===== src/hw/rtl/trw_pkg.sv =====
`timescale 1ns / 1ps
// ----------------------------------------------------------------------------
// trw_pkg: shared types for the TCP receive window trim unit
// Item formats for the segment and result channels, and the record that
// passes from the head trim stages to the tail trim stages.
// ----------------------------------------------------------------------------
package trw_pkg;

	localparam int SEQ_W  = 32;
	localparam int LEN_W  = 16;
	localparam int OCC_W  = 17;
	localparam int DUP_W  = 17;
	localparam int DIFF_W = SEQ_W + 2;

	// One incoming segment with the receiver's window.
	typedef struct packed {
		logic [SEQ_W-1:0] seg_seq;
		logic [LEN_W-1:0] seg_length;
		logic             syn_flag;
		logic             fin_flag;
		logic [SEQ_W-1:0] rcv_next;
		logic [LEN_W-1:0] rcv_window;
	} seg_in_t;

	// One verdict for a segment.
	typedef struct packed {
		logic             accepted;
		logic [SEQ_W-1:0] out_seq;
		logic [LEN_W-1:0] out_length;
		logic             out_syn;
		logic             out_fin;
		logic [LEN_W-1:0] head_drop;
		logic [DUP_W-1:0] dup_bytes;
	} seg_out_t;

	// Segment after the head trim, before the right window edge is applied.
	typedef struct packed {
		logic             accepted;
		logic [SEQ_W-1:0] seq;
		logic [LEN_W-1:0] length;
		logic             syn;
		logic             fin;
		logic [LEN_W-1:0] wnd;
		logic [OCC_W-1:0] occ_len;
		logic [LEN_W-1:0] head;
		logic [DUP_W-1:0] dup_head;
		logic [SEQ_W-1:0] diff_next;
	} head_trim_t;

endpackage


===== src/hw/rtl/trw_tail_trim.sv =====
`timescale 1ns / 1ps
// ----------------------------------------------------------------------------
// trw_tail_trim: right window edge trim and result register
// Two stages: the signed overhang past the window edge, then the clamp,
// the final length, the duplicate count and the verdict mux.
// ----------------------------------------------------------------------------
module trw_tail_trim import trw_pkg::*; (
	input  logic       clk,
	input  logic       arst_n,
	input  logic       vld,
	input  head_trim_t trim,
	output logic       done,
	output seg_out_t   result
);

	logic                     vld_s4;
	head_trim_t               trim_s4;
	logic signed [DIFF_W-1:0] over_s4;

	logic signed [DIFF_W-1:0] over_d;
	logic                     tail_pos;
	logic                     tail_clamp;
	logic [LEN_W-1:0]         tail;
	seg_out_t                 res_d;

	// Overhang = (seq - next) as signed + length - window.
	assign over_d = $signed({{2{trim.diff_next[SEQ_W-1]}}, trim.diff_next})
		+ $signed({{(DIFF_W-LEN_W){1'b0}}, trim.length})
		- $signed({{(DIFF_W-LEN_W){1'b0}}, trim.wnd});

	always_ff @(posedge clk or negedge arst_n) begin
		if (!arst_n) begin
			vld_s4 <= 1'b0;
		end else begin
			vld_s4 <= vld;
		end
	end

	always_ff @(posedge clk) begin
		trim_s4 <= trim;
		over_s4 <= over_d;
	end

	// Clamp the overhang to the kept payload; a trimmed tail takes the FIN.
	assign tail_pos   = !over_s4[DIFF_W-1] && (over_s4 != '0);
	assign tail_clamp = over_s4[DIFF_W-2:0] > {{(DIFF_W-1-LEN_W){1'b0}}, trim_s4.length};
	assign tail       = !tail_pos ? '0 : (tail_clamp ? trim_s4.length : over_s4[LEN_W-1:0]);

	always_comb begin
		res_d = '0;
		if (trim_s4.accepted) begin
			res_d.accepted   = 1'b1;
			res_d.out_seq    = trim_s4.seq;
			res_d.out_length = trim_s4.length - tail;
			res_d.out_syn    = trim_s4.syn;
			res_d.out_fin    = trim_s4.fin && !tail_pos;
			res_d.head_drop  = trim_s4.head;
			res_d.dup_bytes  = trim_s4.dup_head + {{(DUP_W-LEN_W){1'b0}}, tail};
		end else begin
			res_d.dup_bytes  = trim_s4.occ_len;
		end
	end

	// Result register, shown for one cycle under the done strobe.
	always_ff @(posedge clk or negedge arst_n) begin
		if (!arst_n) begin
			done <= 1'b0;
		end else begin
			done <= vld_s4;
		end
	end

	always_ff @(posedge clk) begin
		result <= res_d;
	end

endmodule


===== src/hw/rtl/tcp_receive_window_trim_unit.sv =====
`timescale 1ns / 1ps
// ----------------------------------------------------------------------------
// tcp_receive_window_trim_unit: segment acceptability test and trim
// Decides whether a segment touches the receive window and trims its
// duplicate head and out-of-window tail, all in modulo 2^32 sequence space.
// ----------------------------------------------------------------------------
// A segment item is taken in any cycle that start is high; busy is always
// low, so one item per cycle is sustained. Each item yields exactly one
// result, shown for a single cycle with done high. The receiver cannot
// stall the pipeline and must take every result as it appears. An item
// passes through five register stages: sequence differences, window
// tests with the head count, head trim, tail overhang, and the result
// register. No state is kept between items.
module tcp_receive_window_trim_unit import trw_pkg::*; (
	input  logic     clk,
	input  logic     arst_n,
	input  logic     start,
	output logic     busy,
	input  seg_in_t  segment,
	output logic     done,
	output seg_out_t result
);

	// Stage 1 registers.
	logic             vld_s1;
	logic [SEQ_W-1:0] seq_s1, next_s1, d_sn_s1, d_ns_s1, last_s1;
	logic [LEN_W-1:0] length_s1, wnd_s1;
	logic             syn_s1, fin_s1, pos_s1, take_s1;
	logic [OCC_W-1:0] occ_s1;

	// Stage 2 registers.
	logic             vld_s2;
	logic             accept_s2;
	logic [SEQ_W-1:0] seq_s2, d_sn_s2;
	logic [LEN_W-1:0] length_s2, wnd_s2, head_s2;
	logic             syn_s2, fin_s2, take_s2;
	logic [OCC_W-1:0] occ_s2;
	logic [DUP_W-1:0] dup_s2;

	// Stage 3 registers.
	logic       vld_s3;
	head_trim_t trim_s3;

	logic [OCC_W-1:0] occ_d;
	logic [SEQ_W-1:0] d_ns_d;
	logic             start_in, last_in, straddle, accept_d;
	logic [LEN_W-1:0] wnd_m1;
	logic [SEQ_W-1:0] last_off;
	logic             head_clamp;
	logic [SEQ_W-1:0] head_rem;
	logic [LEN_W-1:0] head_d;

	assign busy = 1'b0;

	// Occupied sequence length and the two sequence differences.
	assign occ_d  = {1'b0, segment.seg_length} + OCC_W'(segment.syn_flag)
		+ OCC_W'(segment.fin_flag);
	assign d_ns_d = segment.rcv_next - segment.seg_seq;

	always_ff @(posedge clk or negedge arst_n) begin
		if (!arst_n) begin
			vld_s1 <= 1'b0;
			vld_s2 <= 1'b0;
			vld_s3 <= 1'b0;
		end else begin
			vld_s1 <= start;
			vld_s2 <= vld_s1;
			vld_s3 <= vld_s2;
		end
	end

	always_ff @(posedge clk) begin
		seq_s1    <= segment.seg_seq;
		next_s1   <= segment.rcv_next;
		length_s1 <= segment.seg_length;
		wnd_s1    <= segment.rcv_window;
		syn_s1    <= segment.syn_flag;
		fin_s1    <= segment.fin_flag;
		occ_s1    <= occ_d;
		d_sn_s1   <= segment.seg_seq - segment.rcv_next;
		d_ns_s1   <= d_ns_d;
		last_s1   <= segment.seg_seq + SEQ_W'(occ_d) - SEQ_W'(1);
		pos_s1    <= !d_ns_d[SEQ_W-1] && (d_ns_d != '0);
		take_s1   <= segment.syn_flag && !d_ns_d[SEQ_W-1] && (d_ns_d != '0);
	end

	// Window tests: start in window, last octet in window, or a straddle.
	assign wnd_m1   = wnd_s1 - LEN_W'(1);
	assign last_off = last_s1 - next_s1;
	assign start_in = d_sn_s1 <= {{(SEQ_W-LEN_W){1'b0}}, wnd_m1};
	assign last_in  = (occ_s1 != '0) && (last_off <= {{(SEQ_W-LEN_W){1'b0}}, wnd_m1});
	assign straddle = (occ_s1 != '0)
		&& (d_ns_s1 <= SEQ_W'(occ_s1 - OCC_W'(1)));

	// A closed window passes only an empty in-order segment.
	assign accept_d = (wnd_s1 == '0) ? ((d_sn_s1 == '0) && (occ_s1 == '0))
		: (start_in || last_in || straddle);

	// Duplicate head payload, after a SYN has used up one octet.
	assign head_clamp = d_ns_s1 > SEQ_W'({1'b0, length_s1} + OCC_W'(take_s1));
	assign head_rem   = d_ns_s1 - SEQ_W'(take_s1);
	assign head_d     = !pos_s1 ? '0 : (head_clamp ? length_s1 : head_rem[LEN_W-1:0]);

	always_ff @(posedge clk) begin
		accept_s2 <= accept_d;
		seq_s2    <= seq_s1;
		d_sn_s2   <= d_sn_s1;
		length_s2 <= length_s1;
		wnd_s2    <= wnd_s1;
		head_s2   <= head_d;
		syn_s2    <= syn_s1 && !take_s1;
		fin_s2    <= fin_s1;
		take_s2   <= take_s1;
		occ_s2    <= occ_s1;
		dup_s2    <= pos_s1 ? d_ns_s1[DUP_W-1:0] : '0;
	end

	// Apply the head trim to sequence, length and offset from rcv_next.
	always_ff @(posedge clk) begin
		trim_s3.accepted  <= accept_s2;
		trim_s3.seq       <= seq_s2 + SEQ_W'(take_s2) + SEQ_W'(head_s2);
		trim_s3.diff_next <= d_sn_s2 + SEQ_W'(take_s2) + SEQ_W'(head_s2);
		trim_s3.length    <= length_s2 - head_s2;
		trim_s3.syn       <= syn_s2;
		trim_s3.fin       <= fin_s2;
		trim_s3.wnd       <= wnd_s2;
		trim_s3.occ_len   <= occ_s2;
		trim_s3.head      <= head_s2;
		trim_s3.dup_head  <= dup_s2;
	end

	trw_tail_trim u_tail (
		.clk    (clk),
		.arst_n (arst_n),
		.vld    (vld_s3),
		.trim   (trim_s3),
		.done   (done),
		.result (result)
	);

endmodule


===== config.mk =====
export PLATFORM = sky130hd
export DESIGN_NAME = tcp_receive_window_trim_unit
export DESIGN_NICKNAME = d
export VERILOG_FILES = /design/src/hw/rtl/trw_pkg.sv /design/src/hw/rtl/trw_tail_trim.sv /design/src/hw/rtl/tcp_receive_window_trim_unit.sv
export SDC_FILE = /design/constraint.sdc
export NUM_CORES = 1
export LEC_CHECK = 0
export BUFFER_PORTS_ARGS = -buffer_cell sky130_fd_sc_hd__buf_2
export CORE_MARGIN = 2
export CORE_UTILIZATION = 40
export DETAILED_ROUTE_END_ITERATION = 6
export PLACE_DENSITY = 0.57
export SETUP_SLACK_MARGIN = 0.02
export SLEW_MARGIN = 20
export SYNTH_ARGS = -nofsm -noshare
export SYNTH_HDL_FRONTEND = slang
export SYNTH_SLANG_ARGS = --single-unit

===== constraint.sdc =====
create_clock -name clk -period 5.6 [get_ports clk]
set_input_delay 0.28 -clock clk [delete_from_list [all_inputs] [get_ports clk]]
set_output_delay 0.28 -clock clk [all_outputs]
set_load 0.1 [all_outputs]

==> results.py <==
metrics = {
    "clock_tree": {
        "cts_sinks": 735,
        "cts_inserted_buffers": 79,
        "cts_tree": "yes",
        "clock_latency_ns": 0.65,
        "root_buffer": "clkbuf_16",
        "h-tree-depth": 3,
        "cts_max_path_buffers": 3,
        "path_clk_slew_ns": 0.06,
    },
    "cells_and_area": {
        "n_fill_cell": 7822,
        "drive_gt1_frac": 0.101,
        "nets": 4213,
        "layout_common_cells": "729 x dfxtp_1, 352 x ha_1, 308 x inv_1",
        "final_common_cell": "dfxtp_1",
        "syn_to_final_growth_pct": 17.7,
        "post-route-util": 0.477,
    },
    "global_route": {
        "met2_usage": 0.335,
        "met1_usage": 0.272,
        "grt_max_degree": 85,
        "overflow": 0,
        "grt_use_total": 0.204,
        "first_global_vias": 23953,
        "grt-busiest-layer": "met2",
        "antenna_found_initial": 8,
        "use_met3": 0.0272,
        "grt_pass1_wl_um": 135000,
    },
    "synthesis": {
        "ys_async_sr_fraction": 0.00680,
        "syn_avg_cell_area_sq_um": 9.73,
        "synth-edff-count": 0,
        "synth_ff_type": "dfxtp_1",
        "synth_seq_cells": 735,
        "yosysWarningCount": 0,
        "synth.area.top_cells": "dfxtp_1 44%, ha_1 13%, xnor2_1 5.4%, inv_1 3.5%, a21oi_1 3.0%",
        "synth_top_area_share": 0.438,
        "synth_cells": 3428,
        "synth_top_area_cell": "dfxtp_1",
        "ys_types": 96,
        "synth_area_sq_um": 33400,
        "synth_nets": 3895,
        "yosysSeqAreaShare": 0.442,
    },
    "die": {
        "die_y_um": 293,
        "dieArea_sq_um": 85700,
        "initial_core_util": 0.405,
        "rows": 105,
        "fp.dieW_um": 293,
        "core_sq_um": 82400,
        "pin_count": 187,
    },
    "critical_path": {
        "worstPathCellList": "dlygate4sd3_1, buf_2, fa_1, ha_1, nand3_1, nor2_1, and3_1, and3_1, xor2_1, inv_1, ha_1, inv_1, ha_1, and3_1, a221oi_2, nor3_1, nor4_1, buf_4, nor3_1, a2111oi_0, buf_4, o21ai_0, a31oi_1, xnor2_1",
        "critPathBufInv": 6,
        "crit_path_max_incr_delay_ns": 0.53,
        "crit_slowest_cell": "dlygate4sd3_1",
        "crit_fanout": 5,
        "start_kind": "input port",
        "crit_type": "in2reg",
        "cp-end-kind": "register",
        "path_depth": 24,
        "cp.arrival_ns": 5.71,
        "reg2regPathDepth": 25,
        "path_delay_family": "adder cells",
        "timing.critical_path.required_ns": 6.18,
    },
    "timing": {
        "maxSlewViolCount": 0,
        "max_slew_margin": 0.298,
        "rsz0062_at_grt": "false",
        "setup_viol": 0,
        "hold_viol": 0,
        "timing.setup.tns_ns": 0,
        "finalClockSkew_ns": 0.0243,
        "min_period_ns": 5.14,
        "worst_pin_slew_ns": 1.05,
        "max_freq_ghz": 0.195,
        "period_share": 0.917,
    },
    "placement": {
        "gp_congestion": 0.919,
        "port_buffers": 185,
        "place_hpwl_um": 71100,
    },
    "hold_path": {
        "hp-class": "in2reg",
        "whs_path_depth": 2,
    },
    "drt": {
        "dr.pass1.iters": 5,
        "vias": 24409,
        "final_antenna_net_count": 0,
        "drtIter0Drc": 1417,
        "viasPerCell": 5.00,
        "wl_um": 88900,
        "wl_per_cell_um": 18.2,
        "drc": 0,
    },
    "pwr": {
        "ir_worst_vdd_mv": 0.365,
        "powerDensity_nw_per_um2": 544,
        "leakagePower_nw": 17.9,
    },
    "run_status": {
        "outcome": "finished, final reports clean",
    },
    "job": {
        "maxCapViolations": 0,
    },
}
## final cells by class
| type | count | area [sq um] | area share |
|---|---|---|---|
| clock inverter | 39 | 568 | 0.0145 |
| inverter | 308 | 1160 | 0.0294 |
| multi-input combinational | 2328 | 17300 | 0.439 |
| clock buffer | 103 | 2210 | 0.0562 |
| sequential | 735 | 14700 | 0.375 |
| timing repair buffer | 294 | 2000 | 0.0508 |
| antenna | 5 | 12.5 | 0.000319 |
| tap | 1070 | 1340 | 0.0341 |
## sequential cells by signal, summed over array words and instances (netlist names), 16 cells and up
signal,cells
d_sn_s1,31
wnd_s1,16
u_tail.trim_s4,101
last_s1,32
dup_s2,17
occ_s1,17
u_tail.result,84
seq_s2,32
u_tail.over_s4,34
d_ns_s1,32
seq_s1,32
trim_s3,149
next_s1,32
length_s2,16
length_s1,16
wnd_s2,16
head_s2,16
d_sn_s2,32
occ_s2,17
## logic make-up (layout without fill, tap and decap cells)
logic type	Yosys count	in the layout	share of synthesized area
flip-flops	735	735	0.442
other	1	6	0.000112
XOR/XNOR	312	312	0.0819
multiplexers	35	35	0.0111
AND/OR/NAND/NOR	926	926	0.147
adder cells (fa/ha/maj)	366	366	0.140
AO/OA/AOI/OAI	688	688	0.137
buffers and inverters	365	744	0.0417
## path summary, 6_finish.rpt
check | startpoint | slack, ns | end
max in group asynchronous | arst_n | 4.85 | u_tail.vld_s4
hold reg to reg | trim_s3[118] | 0.31 | u_tail.trim_s4[118]
hold / removal | segment[9] | 0.27 | wnd_s1[9]
min in group asynchronous | arst_n | 0.56 | u_tail.done
setup / recovery | segment[48] | 0.46 | last_s1[31]
setup reg to reg | u_tail.trim_s4[101] | 0.54 | u_tail.result[16]
## through the flow
stage	worst slack, ns	area [sq um]	std cells	total power, mW	hold WS [ns]
2_1_floorplan	0.745	33400	3428	14.0	-0.0156
3_3_place_gp	0.346	35500	4634	16.0	0.0925
3_5_place_dp	0.320	35500	4634	16.0	0.0975
4_1_cts	0.412	39300	4877	21.5	0.227
5_1_grt	0.0436	39300	4879	22.8	0.248
6_report	0.464	39300	4882	21.4	0.270
## Yosys cell counts (8+ instances only)
library cell / number
dfxtp_1: 730
ha_1: 352
inv_1: 308
xnor2_1: 207
a21oi_1: 200
nor2_1: 177
nand2_1: 166
o21ai_0: 116
xor2_1: 105
and2_1: 95
nand3_1: 84
a21o_1: 82
nor3_1: 71
clkbuf_1: 52
nand2b_1: 52
nor2b_1: 52
nand4_1: 49
o21a_1: 49
and3_1: 41
nor4_1: 37
or3_1: 28
a31oi_1: 26
o21bai_1: 25
a211oi_1: 22
mux2i_1: 20
o211a_1: 19
o211ai_1: 16
or2_2: 16
mux2_2: 15
fa_1: 14
nor3b_1: 12
o31a_1: 11
o31ai_1: 11
o2111ai_1: 10
or4_1: 10
a221oi_1: 9
o21ai_1: 8
## timing repair
action,4_1_cts,5_1_grt
setup endpoints to repair,0,2
gates resized for setup,0,1
buffers inserted,0,0
hold buffers,101,0
endpoints found under the hold margin,121,0
## per-layer routing
| layer | vias to the layer above | wire length (um) |
|---|---|---|
| li1 | 12516 | - |
| met5 | - | 13 |
| met3 | 160 | 3340 |
| met2 | 505 | 40100 |
| met4 | 2 | 3290 |
| met1 | 11226 | 42100 |
## power by group
group          internal, mW  switching, mW
clock network          3.24           2.19
logic                  3.26           5.58
registers              6.39          0.714
Power figures use the tool's default switching activity.
